**src/design/hrpc_pkg.sv**
```systemverilog
// Package for the heading-rate PI controller: fixed-point constants, register
// indexes and the widths of the shared multiplier.
// No dependencies.
`default_nettype none

package hrpc_pkg;

  // Angle constants in Q4.12.
  localparam logic signed [17:0] PI_Q12     = 18'sd12868;
  localparam logic signed [17:0] TWO_PI_Q12 = 18'sd25736;
  localparam logic signed [31:0] ONE_Q12    = 32'sd4096;

  // Rate limit is applied only above 0.01 rad/s (Q4.12).
  localparam logic [14:0] RATE_LIMIT_MIN = 15'd40;
  // Integrator runs only above 1 m/s (Q8.8).
  localparam logic [15:0] MIN_SPEED_Q8   = 16'd256;

  // Configuration register indexes.
  localparam int unsigned CFG_IDX_W = 3;
  localparam logic [CFG_IDX_W-1:0] REG_GAIN_P    = 3'd0;
  localparam logic [CFG_IDX_W-1:0] REG_GAIN_I    = 3'd1;
  localparam logic [CFG_IDX_W-1:0] REG_GAIN_FF   = 3'd2;
  localparam logic [CFG_IDX_W-1:0] REG_INT_LIMIT = 3'd3;
  localparam logic [CFG_IDX_W-1:0] REG_INV_TC    = 3'd4;
  localparam logic [CFG_IDX_W-1:0] REG_RATE_LIM  = 3'd5;

  // Shared multiplier: signed A by unsigned B, registered product.
  localparam int unsigned MUL_A_W = 34;
  localparam int unsigned MUL_B_W = 16;
  localparam int unsigned MUL_P_W = 50;

endpackage

`default_nettype wire

```
**src/design/hrpc_mul.sv**
```systemverilog
// Shared multiplier of the heading-rate controller: signed by unsigned with a
// registered product. Depends on hrpc_pkg.
`default_nettype none

module hrpc_mul (
  input  wire logic                               clk,
  input  wire logic signed [hrpc_pkg::MUL_A_W-1:0] a,
  input  wire logic        [hrpc_pkg::MUL_B_W-1:0] b,
  output logic      signed [hrpc_pkg::MUL_P_W-1:0] p
);
  import hrpc_pkg::*;

  logic signed [MUL_A_W+MUL_B_W:0] prod_full;

  // B is zero-extended so the product keeps A's sign.
  assign prod_full = a * $signed({1'b0, b});

  // The operands used here never produce a value beyond the product width.
  always_ff @(posedge clk) begin
    p <= prod_full[MUL_P_W-1:0];
  end

endmodule

`default_nettype wire

```
**src/design/heading_rate_pi_controller_top.sv**
```systemverilog
// Top level of the heading-rate PI controller: outer heading loop, inner PI
// rate loop with feed-forward and anti-windup. Depends on hrpc_pkg, hrpc_mul.
//
//  Channel   Direction  Signals                                   Beat
//  s_axis    in         tvalid tready tdata[95:0] tuser[1:0]      one control tick
//  m_axis    out        tvalid tready tdata[31:0]                 one result
//  cfg       in         cfg_valid cfg_ready cfg_index cfg_data    one register write
//
// A tick is worked through one shared 34x16 multiplier stepped by a
// sequencer: the wrap step repeats until the heading error is in range, and
// the rate-loop steps run when the rate loop is enabled.
// s_axis_tready is high only while the sequencer is idle. A result that is
// not taken holds the sequencer in its last step. Reset is synchronous and
// restores the register defaults and clears the controller state.
`default_nettype none

module heading_rate_pi_controller_top (
  input  wire logic                              clk,
  input  wire logic                              rst,
  // Input tick
  input  wire logic                              s_axis_tvalid,
  output logic                                   s_axis_tready,
  // tdata: heading_target, heading_measured, yaw_rate_measured,
  //        ground_speed, speed_scaler, step_time (16 bits each, low first)
  input  wire logic [95:0]                       s_axis_tdata,
  // tuser: heading_valid, rate_valid (low first)
  input  wire logic [1:0]                        s_axis_tuser,
  // Result
  output logic                                   m_axis_tvalid,
  input  wire logic                              m_axis_tready,
  // tdata: rate_setpoint[15:0], actuator_command[29:16], zero fill [31:30]
  output logic [31:0]                            m_axis_tdata,
  // Configuration writes
  input  wire logic                              cfg_valid,
  output logic                                   cfg_ready,
  input  wire logic [hrpc_pkg::CFG_IDX_W-1:0]    cfg_index,
  input  wire logic [15:0]                       cfg_data
);
  import hrpc_pkg::*;

  // Sequencer codes.
  localparam logic [3:0] ST_IDLE  = 4'd0;
  localparam logic [3:0] ST_WRAP  = 4'd1;
  localparam logic [3:0] ST_HEAD  = 4'd2;
  localparam logic [3:0] ST_ERR   = 4'd3;
  localparam logic [3:0] ST_DT    = 4'd4;
  localparam logic [3:0] ST_DIFF  = 4'd5;
  localparam logic [3:0] ST_INTEG = 4'd6;
  localparam logic [3:0] ST_PROP  = 4'd7;
  localparam logic [3:0] ST_SPLIT = 4'd8;
  localparam logic [3:0] ST_LOW   = 4'd9;
  localparam logic [3:0] ST_FF    = 4'd10;
  localparam logic [3:0] ST_FFS   = 4'd11;
  localparam logic [3:0] ST_ACC   = 4'd12;
  localparam logic [3:0] ST_NORM  = 4'd13;
  localparam logic [3:0] ST_OUT   = 4'd14;

  logic [3:0] state;
  logic [3:0] state_next;

  // Configuration registers.
  logic [15:0] gain_p;
  logic [15:0] gain_i;
  logic [15:0] gain_ff;
  logic [14:0] int_limit;
  logic [15:0] inv_tc;
  logic [14:0] rate_limit;

  // Controller state.
  logic signed [15:0] held;
  logic signed [31:0] integ;
  logic signed [31:0] unclamped;

  // Captured tick fields and scratch registers.
  logic signed [17:0] wrap_r;
  logic signed [15:0] body_rate;
  logic        [15:0] speed;
  logic        [15:0] scaler;
  logic        [15:0] dt;
  logic               rate_ok;
  logic        [23:0] t_lo;
  logic signed [63:0] acc;

  // Shared multiplier.
  logic signed [MUL_A_W-1:0] mul_a;
  logic        [MUL_B_W-1:0] mul_b;
  logic signed [MUL_P_W-1:0] mul_p;

  hrpc_mul u_mul (
    .clk (clk),
    .a   (mul_a),
    .b   (mul_b),
    .p   (mul_p)
  );

  logic in_beat;
  assign s_axis_tready = (state == ST_IDLE);
  assign in_beat       = s_axis_tvalid && s_axis_tready;
  assign cfg_ready     = 1'b1;

  // Configuration register writes; unknown indexes are dropped.
  always_ff @(posedge clk) begin
    if (rst) begin
      gain_p     <= 16'd256;
      gain_i     <= 16'd0;
      gain_ff    <= 16'd0;
      int_limit  <= 15'd1229;
      inv_tc     <= 16'd256;
      rate_limit <= 15'd0;
    end else if (cfg_valid && cfg_ready) begin
      case (cfg_index)
        REG_GAIN_P:    gain_p     <= cfg_data;
        REG_GAIN_I:    gain_i     <= cfg_data;
        REG_GAIN_FF:   gain_ff    <= cfg_data;
        REG_INT_LIMIT: int_limit  <= cfg_data[14:0];
        REG_INV_TC:    inv_tc     <= cfg_data;
        REG_RATE_LIM:  rate_limit <= cfg_data[14:0];
        default: ;
      endcase
    end
  end

  // Rate error and integrator gate.
  logic signed [16:0] rate_err;
  logic               integ_gate;
  assign rate_err   = {held[15], held} - {body_rate[15], body_rate};
  assign integ_gate = (gain_i != 16'd0) && (speed > MIN_SPEED_Q8);

  // Heading wrap tests and the wrapped error.
  logic               wrap_hi;
  logic               wrap_lo;
  logic signed [17:0] head_err;
  assign wrap_hi  = (wrap_r >= TWO_PI_Q12);
  assign wrap_lo  = (wrap_r < 18'sd0);
  assign head_err = wrap_r - PI_Q12;

  // Heading rate: round, saturate to 16 bits, apply the optional limit.
  logic signed [MUL_P_W-1:0] head_sh;
  logic signed [15:0]        head_sat;
  logic signed [15:0]        head_lim;
  logic signed [15:0]        lim_pos;
  always_comb begin
    head_sh = (mul_p + 50'sd128) >>> 8;
    if (head_sh > 50'sd32767) begin
      head_sat = 16'sd32767;
    end else if (head_sh < -50'sd32768) begin
      head_sat = -16'sd32768;
    end else begin
      head_sat = head_sh[15:0];
    end
    lim_pos  = $signed({1'b0, rate_limit});
    head_lim = head_sat;
    if (rate_limit > RATE_LIMIT_MIN) begin
      if (head_sat > lim_pos) begin
        head_lim = lim_pos;
      end else if (head_sat < -lim_pos) begin
        head_lim = -lim_pos;
      end
    end
  end

  // Integrator increment with anti-windup on the last unclamped output.
  logic signed [MUL_P_W-1:0] d_sh;
  logic signed [MUL_A_W-1:0] d_aw;
  always_comb begin
    d_sh = (mul_p + 50'sd32768) >>> 16;
    d_aw = d_sh[MUL_A_W-1:0];
    if ((unclamped < -ONE_Q12) && (d_aw < 34'sd0)) begin
      d_aw = '0;
    end else if ((unclamped > ONE_Q12) && (d_aw > 34'sd0)) begin
      d_aw = '0;
    end
  end

  // Integrator sum and symmetric clamp.
  logic signed [MUL_P_W-1:0] inc_sh;
  logic signed [MUL_P_W-1:0] integ_sum;
  logic signed [MUL_P_W-1:0] ilim;
  logic signed [31:0]        integ_new;
  always_comb begin
    inc_sh    = (mul_p + 50'sd128) >>> 8;
    integ_sum = {{(MUL_P_W-32){integ[31]}}, integ} + inc_sh;
    ilim      = $signed({{(MUL_P_W-27){1'b0}}, int_limit, 12'd0});
    if (integ_sum > ilim) begin
      integ_new = ilim[31:0];
    end else if (integ_sum < -ilim) begin
      integ_new = -ilim[31:0];
    end else begin
      integ_new = integ_sum[31:0];
    end
  end

  // Proportional plus integral term, before speed scaling.
  logic signed [MUL_P_W-1:0] p_sh;
  logic signed [32:0]        i_sh;
  logic signed [MUL_A_W-1:0] pi_sum;
  always_comb begin
    p_sh   = (mul_p + 50'sd8) >>> 4;
    i_sh   = ($signed({integ[31], integ}) + 33'sd128) >>> 8;
    pi_sum = p_sh[MUL_A_W-1:0] + {i_sh[32], i_sh};
  end

  // Final rounding to Q.12 and saturation to 32 bits.
  logic signed [63:0] out_sh;
  logic signed [31:0] out_sat;
  always_comb begin
    out_sh = (acc + 64'sd134217728) >>> 28;
    if (out_sh > 64'sd2147483647) begin
      out_sat = 32'sh7FFFFFFF;
    end else if (out_sh < -64'sd2147483648) begin
      out_sat = 32'sh80000000;
    end else begin
      out_sat = out_sh[31:0];
    end
  end

  // Actuator clamp to plus or minus one.
  logic signed [13:0] act;
  always_comb begin
    if (unclamped > ONE_Q12) begin
      act = 14'sd4096;
    end else if (unclamped < -ONE_Q12) begin
      act = -14'sd4096;
    end else begin
      act = unclamped[13:0];
    end
  end

  // Sequencer: next step and multiplier operands.
  always_comb begin
    state_next = state;
    mul_a      = '0;
    mul_b      = '0;
    case (state)
      ST_IDLE: begin
        if (in_beat) begin
          if (s_axis_tuser[0]) begin
            state_next = ST_WRAP;
          end else if (s_axis_tuser[1]) begin
            state_next = ST_ERR;
          end else begin
            state_next = ST_OUT;
          end
        end
      end
      ST_WRAP: begin
        mul_a = {{(MUL_A_W-18){head_err[17]}}, head_err};
        mul_b = inv_tc;
        if (!wrap_hi && !wrap_lo) begin
          state_next = ST_HEAD;
        end
      end
      ST_HEAD: begin
        state_next = rate_ok ? ST_ERR : ST_OUT;
      end
      ST_ERR: begin
        mul_a = {{(MUL_A_W-17){rate_err[16]}}, rate_err};
        if (integ_gate) begin
          mul_b      = dt;
          state_next = ST_DT;
        end else begin
          mul_b      = gain_p;
          state_next = ST_PROP;
        end
      end
      ST_DT: begin
        mul_a      = mul_p[MUL_A_W-1:0];
        mul_b      = scaler;
        state_next = ST_DIFF;
      end
      ST_DIFF: begin
        mul_a      = d_aw;
        mul_b      = gain_i;
        state_next = ST_INTEG;
      end
      ST_INTEG: begin
        mul_a      = {{(MUL_A_W-17){rate_err[16]}}, rate_err};
        mul_b      = gain_p;
        state_next = ST_PROP;
      end
      ST_PROP: begin
        mul_a      = pi_sum;
        mul_b      = scaler;
        state_next = ST_SPLIT;
      end
      ST_SPLIT: begin
        // Upper part of the once-scaled term; the lower 24 bits follow.
        mul_a      = {{(MUL_A_W-26){mul_p[MUL_P_W-1]}}, mul_p[MUL_P_W-1:24]};
        mul_b      = scaler;
        state_next = ST_LOW;
      end
      ST_LOW: begin
        mul_a      = {{(MUL_A_W-24){1'b0}}, t_lo};
        mul_b      = scaler;
        state_next = ST_FF;
      end
      ST_FF: begin
        mul_a      = {{(MUL_A_W-16){held[15]}}, held};
        mul_b      = gain_ff;
        state_next = ST_FFS;
      end
      ST_FFS: begin
        mul_a      = mul_p[MUL_A_W-1:0];
        mul_b      = scaler;
        state_next = ST_ACC;
      end
      ST_ACC: begin
        state_next = ST_NORM;
      end
      ST_NORM: begin
        state_next = ST_OUT;
      end
      ST_OUT: begin
        if (!m_axis_tvalid || m_axis_tready) begin
          state_next = ST_IDLE;
        end
      end
      default: begin
        state_next = ST_IDLE;
      end
    endcase
  end

  // Control state and controller state.
  always_ff @(posedge clk) begin
    if (rst) begin
      state         <= ST_IDLE;
      held          <= '0;
      integ         <= '0;
      unclamped     <= '0;
      m_axis_tvalid <= 1'b0;
    end else begin
      state <= state_next;
      // A beat taken outside the last step leaves the output empty.
      if (m_axis_tvalid && m_axis_tready && (state != ST_OUT)) begin
        m_axis_tvalid <= 1'b0;
      end
      case (state)
        ST_HEAD:  held      <= head_lim;
        ST_INTEG: integ     <= integ_new;
        ST_NORM:  unclamped <= out_sat;
        ST_OUT: begin
          if (!m_axis_tvalid || m_axis_tready) begin
            m_axis_tvalid <= 1'b1;
          end
        end
        default: ;
      endcase
    end
  end

  // Datapath registers: captured fields, wrap, accumulator, result.
  always_ff @(posedge clk) begin
    if (in_beat) begin
      wrap_r    <= {{2{s_axis_tdata[15]}}, s_axis_tdata[15:0]}
                 - {{2{s_axis_tdata[31]}}, s_axis_tdata[31:16]} + PI_Q12;
      body_rate <= s_axis_tdata[47:32];
      speed     <= s_axis_tdata[63:48];
      scaler    <= s_axis_tdata[79:64];
      dt        <= s_axis_tdata[95:80];
      rate_ok   <= s_axis_tuser[1];
    end
    case (state)
      ST_WRAP: begin
        if (wrap_hi) begin
          wrap_r <= wrap_r - TWO_PI_Q12;
        end else if (wrap_lo) begin
          wrap_r <= wrap_r + TWO_PI_Q12;
        end
      end
      ST_SPLIT: t_lo <= mul_p[23:0];
      ST_LOW:   acc  <= {mul_p[39:0], 24'd0};
      ST_FF:    acc  <= acc + {{(64-MUL_P_W){mul_p[MUL_P_W-1]}}, mul_p};
      ST_ACC:   acc  <= acc + {{(56-MUL_P_W){mul_p[MUL_P_W-1]}}, mul_p, 8'd0};
      ST_OUT: begin
        if (!m_axis_tvalid || m_axis_tready) begin
          m_axis_tdata <= {2'b00, act, held};
        end
      end
      default: ;
    endcase
  end

endmodule

`default_nettype wire
```
**config.mk**
```make
export PLATFORM = sky130hd
export DESIGN_NAME = heading_rate_pi_controller_top
export DESIGN_NICKNAME = d
export VERILOG_FILES = /design/src/design/hrpc_pkg.sv /design/src/design/hrpc_mul.sv /design/src/design/heading_rate_pi_controller_top.sv
export SDC_FILE = /design/constraint.sdc
export NUM_CORES = 2
export LEC_CHECK = 0
export BUFFER_PORTS_ARGS = -buffer_cell sky130_fd_sc_hd__buf_2
export CORE_ASPECT_RATIO = 1.75
export CORE_UTILIZATION = 67
export CTS_CLUSTER_DIAMETER = 150
export DETAILED_ROUTE_END_ITERATION = 7
export PLACE_DENSITY = 0.85
export SLEW_MARGIN = 20
export SYNTH_ARGS = -nofsm -noshare
export SYNTH_HDL_FRONTEND = slang
export SYNTH_SLANG_ARGS = --single-unit
```
**constraint.sdc**
```tcl
create_clock -name clk -period 19.9 [get_ports clk]
set_clock_uncertainty 0.05 [all_clocks]
set_input_delay 2.985 -clock clk [delete_from_list [all_inputs] [get_ports clk]]
set_output_delay 2.985 -clock clk [all_outputs]
set_load 0.02 [all_outputs]
```
== Yosys cells after proc, flatten, opt, wreduce, memory -nomap -nowiden ==
Index checks and enable logic that the tools add are counted.
Word-level totals
  register bits: 430
  bits of input ports: 122
Operators by class
  $add $sub $neg: 18
  multipliers: 1
  magnitude comparators: 16
  equal/unequal tests: 23
  multiplexer cells: 31
  reduce and logical (&&, ||, !) cells: 27
Operators by type and width (count)
  $pmux W34 S8: 1
  $pmux W64 S3: 1
  $add A64 B64 Y64: 2
  $mux W32: 4
  $mux W16: 6
  $pmux W16 S6: 1
  $mux W18: 4
  $mux W34: 2
  $add A64 B29 Y64 const B: 1
  $pmux W4 S15: 1
  $add A50 B17 Y50 const B: 1
  $add A50 B9 Y50 const B: 1
  $lt A43 B50 Y1: 1
  $mul A34 B17 Y50: 1
  $neg A27 Y50: 1
  $add A32 B42 Y43: 1
  $gt A43 B28 Y1: 1
  $gt A42 B16 Y1 const B: 1
  $lt A42 B16 Y1 const B: 1
  $add A38 B5 Y38 const B: 1
  $gt A36 B32 Y1 const B: 1
  $lt A36 B32 Y1 const B: 1
  $add A34 B34 Y34: 1
  $gt A34 B1 Y1 const B: 1
  42 further kinds: 79

== Logic depth before layout (Yosys ltp) ==
  depth after elaboration: 8
  depth in mapped cells: 45
  gate-level depth less buffers: 43

== Cells and area by module ==
Synthesis repeated with hierarchy kept, for this count alone.
Unflattened totals
  cell total of the unflattened synthesis: 6534
  area total of the unflattened synthesis: 54245.8 µm²
By module, submodules not included
  heading_rate_pi_controller_top: times used 1, cells an instance 4339, area an instance 34514.4 µm², seq. area each 9469.1 µm²
  hrpc_mul: times used 1, cells an instance 2195, area an instance 19731.4 µm², seq. area each 1001.0 µm²

== Worst setup path after synthesis ==
OpenSTA, ideal clock, no wires.
  path kind: reg-to-reg
  start point: reg u_mul.p[7] (netlist bit)
  end point: reg u_mul.p[49] (netlist bit)
  setup time: 0.118 ns
  arrival: 9.878 ns
  required time: 19.732 ns
  setup slack: 9.854 ns
  stages on the path, launching flop included: 43
  path through: dfxtp_1 > ha_1 > nand3_1 > nor3_1 > nand2_1 > nor2_1 > xor2_1 > ha_1 > and3_1 > a221o_1 > nand2b_1 > a31oi_1 > o21a_1 > a311o_1 > a21oi_1 > nor2b_1 > o311a_1 > or3_1 > (+7 left out) > fa_1 > fa_1 > inv_1 > fa_1 > inv_1 > ha_1 > a21o_1 > a21oi_1 > o21bai_1 > a21o_1 > a21o_1 > a21o_1 > a41o_1 > a311oi_1 > o21a_1 > o311ai_0 > o211a_1 > xnor2_1
Between the ends
  word-level cells in the longest chain between the ends: 7
Ends and longest elaborated chain
  start, declared: line hrpc_mul.sv:9  | output logic signed [hrpc_pkg::MUL_P_W-1:0] p
  start signal, assigned: line hrpc_mul.sv:20  | p <= prod_full[MUL_P_W-1:0];
  $add A50 B17 Y50: line heading_rate_pi_controller_top.sv:166  | d_sh = (mul_p + 50'sd32768) >>> 16;
  $gt A34 B1 Y1: line heading_rate_pi_controller_top.sv:170  | end else if ((unclamped > ONE_Q12) && (d_aw > 34'sd0)) begin
  $logic_and A1 B1 Y1: line heading_rate_pi_controller_top.sv:170
  $mux W34: line heading_rate_pi_controller_top.sv:170
  $mux W34: line heading_rate_pi_controller_top.sv:168  | if ((unclamped < -ONE_Q12) && (d_aw < 34'sd0)) begin
  $pmux W34 S8 *: line heading_rate_pi_controller_top.sv:234  | case (state)
  $mul A34 B17 Y50 *: line hrpc_mul.sv:16  | assign prod_full = a * $signed({1'b0, b});
  named net u_mul.prod_full[49]: line hrpc_mul.sv:13  | logic signed [MUL_A_W+MUL_B_W:0] prod_full;
The timed path passes the listed nets; every way through them passes the cells marked *.
A chain may end at the register's enable or synchronous reset.

== Final worst setup path ==
Same ends and word-level chain as after synthesis.

==> metrics <==
worst r2r src=u_mul.p[7]; largest net degree at the start of global routing=85; maximum root-to-sink buffer count=3; detailed-route DRC error count=32; Post-Syn Area=55300 um2; RR Endpoint=u_mul.p[49]; Final setup viols=0; initial antenna violation count=8; distinct cell type count after synthesis=113; Synth Register Bits=430; crit path capture type=register; CTS clock-pin slew for the worst setup and hold paths=about 0.07 ns; first-pass GRT wire length=approximately 310000 um; R2R cell count=39; Arr. time, crit path=13.36 ns; critical path startpoint=u_mul.p[7]; ys flop type=dfxtp_1; post-synthesis adder-cell area fraction=28.9%; starting density of the core=67.5%; Seq pwr share=between 10% and 20%; gpl congestion=roughly 1.1; Internal Power=4.94 mW; setup tns final=0 ns; Final Cell Area=58500 um2; ys async rst share=0%; Layout area overhead=5.79%; DP Area=56900 um2; vias in the first global route=about 53000; Crit-path slowest cell=a41oi_1; CTS tree=built; Synth top area share=a little under a fifth; CP Max Fanout=16; RSZ-0062 raised after global routing=false; Final ANT Viol Nets=0; DR WL/cell=around 27 um; Final Max Slew Viols=0; Post-DP HPWL=around 160000 um; Clock Sinks=430; commonest non-fill, non-tap cells in the layout=nand2_1, inv_1, fa_1, ha_1, nor2_1; sw power=between 6 and 7 mW; fin nets=7729; Die Ht=382 um; Post-Synthesis Cells=6668; status=complete, but fails checks; Seq/Total Area, Yosys=18.9%; post-synthesis mux area share=0.448%; Peak VDD IR=0.245 mV; vias=52405; Period minus WS final=approximately 13 ns; overall routed net length=208000 um; simple-gate share of the synthesized area=between 10% and 20%; kind of critical path=reg -> reg; Core Box Area=about 80000 um2; Setup WS post-layout=around 7 ns; Post-synth EDFFs=186; fill count=6456; input/output buffers=between 150 and 200; die area=83700 um2; share of the clock period used by the worst path after layout=64.9%; 1st-iter DRT viols=about 5700; Avg Inst Size Synth=8.29 um2; main area contributors after synthesis=fa_1, ha_1, edfxtp_1, dfxtp_1, nand2_1; Fmax=77.4 MHz; TritonRoute pass-1 iters=8; clock latency on the worst-skew pair=0.66 ns; critical path required time=20.34 ns; Yosys warning count=0; H-tree depth=2; vias per cell=6.77; crit-path most repeated cell=fa_1; worst-margin pin slew=1.36 ns; CTS Buf Count=between 40 and 50; FF-to-FF setup slack=about 7.0 ns; Yosys top cell by area=fa_1; CTS root buf=clkbuf_16; total gr overflow=0; Global Route Usage Sum=around half; Synth Area in Compound Gates=18.1%; min-delay worst type=reg -> reg; crit-path max cell delay=0.85 ns; main combinational cell family by area after synthesis=adder cells; Lkg Pwr=26.6 nW; Post-Synth XOR/XNOR Area=between 7 and 8%; IO Count=between 150 and 200; most common cell after layout, fill and taps aside=nand2_1; hold-fix buffers at CTS=0; num rows=139; violated checks=DRC; fraction of layout cells with a size suffix above 1=approximately 6.7%; Cell Pwr Density=201 nW/um2; net switching fraction of the power=between 50% and 60%; die width=roughly 220 um; Combinational Power Share=79.6%; final hold violations=0; nature of the critical path startpoint=register; Setup Fix Bufs, Post-CTS=0; Gates resized, CTS repair=0; clock power share=just under 8%; worst slack at placement=7.60 ns; worst rel slew slack=a little under a tenth; Critical Path End=u_mul.p[49]; Max-Cap Viols=0
## Yosys cell counts (all sizes together) (15+ instances only)
cell type / count
o22ai: 29
nand2b: 69
buf: 71
o2111ai: 20
nand3: 140
a21o: 179
o21bai: 44
and2: 131
a21oi: 411
or2: 19
nand3b: 34
a211oi: 69
xor2: 163
o211ai: 34
a21boi: 17
mux2i: 18
clkbuf: 264
ha: 449
a22o: 33
a211o: 16
nor2b: 96
a2111oi: 15
or3: 23
dfxtp: 244
nor2: 429
o21ai: 249
a31oi: 49
nor4: 38
fa: 518
a22oi: 28
o31ai: 24
nand2: 906
xnor2: 282
edfxtp: 186
o21a: 46
inv: 815
nor3: 94
nand4: 90
a221o: 33
a221oi: 21
a222oi: 23
and3: 52
## critical path: cells and delay by family, from the launching register on
kind                       cells  cell delay [ns]
and+or+nand+nor                8             2.79
DFF                            1             0.70
xor gates and xnor gates       2             0.28
adders and majority gates      9             4.20
buffers and inverters          3             0.15
AOI/OAI and AO/OA             17             4.59
## through the flow
| stage | power, mW | utilization [%] | hold WS [ns] | cells |
|---|---|---|---|---|
| final | 11.7 | 71.4 | 0.408 | 7743 |
| after global routing | 12.5 | 71.4 | 0.425 | 7737 |
| after CTS | 11.4 | 71.3 | 0.406 | 7732 |
| after detailed placement | 10.4 | 69.4 | 0.397 | 7646 |
| after global placement | 10.2 | 69.4 | 0.391 | 7646 |
| after floorplan | 7.71 | - | 0.383 | 6669 |
## cells by family after synthesis
group,Yosys count
xor gates and xnor gates,445
DFF,430
muxes,24
AOI/OAI and AO/OA,1478
other,2
buffers and inverters,1152
adders and majority gates,967
and+or+nand+nor,2170
## registers in the layout, indices dropped and copies added (netlist names), 18 cells and up
name / flops
acc: 64
integ: 32
m_axis_tdata: 30
t_lo: 24
u_mul.p: 50
unclamped: 32
wrap_r: 18
## routing by layer
metal	wire (um)	vias to the layer above	GRT usage, %
met5	14	-	0
li1	-	22620	-
met1	64400	25047	50.2
met4	25300	2	49.4
met2	96700	3336	81.3
met3	22100	1400	14.3
## power by group through the flow
stage / registers (mW) / logic, mW / clock network [mW]
global placement: 1.46 / 8.71 / 0
CTS: 1.45 / 9.01 / 0.910
global route: 1.49 / 10.1 / 0.937
finish: 1.48 / 9.34 / 0.915
detailed placement: 1.47 / 8.95 / 0
floorplan: 1.29 / 6.41 / 0
## cell type report
type	instances	area, um2	area share (%)
Multi-Input combinational cell	5087	40500	69.3
Inverter	817	3070	5.24
Clock buffer	63	1300	2.22
Sequential cell	430	10500	17.9
Antenna cell	8	20.0	0.0342
Tap cell	1057	1320	2.26
Timing Repair Buffer	258	1580	2.70
Clock inverter	23	225	0.385
## worst min-delay path by stage
stage,start,to,slack (ns),depth (start not counted)
after floorplan,integ[5],integ[5],0.38,1
final,gain_p[0],gain_p[0],0.41,2
after global placement,gain_ff[15],gain_ff[15],0.39,2
after global routing,gain_p[0],gain_p[0],0.42,2
after CTS,gain_p[0],gain_p[0],0.41,2
after detailed placement,gain_p[0],gain_p[0],0.40,2
Note: power is estimated with default switching activity, not from simulation.
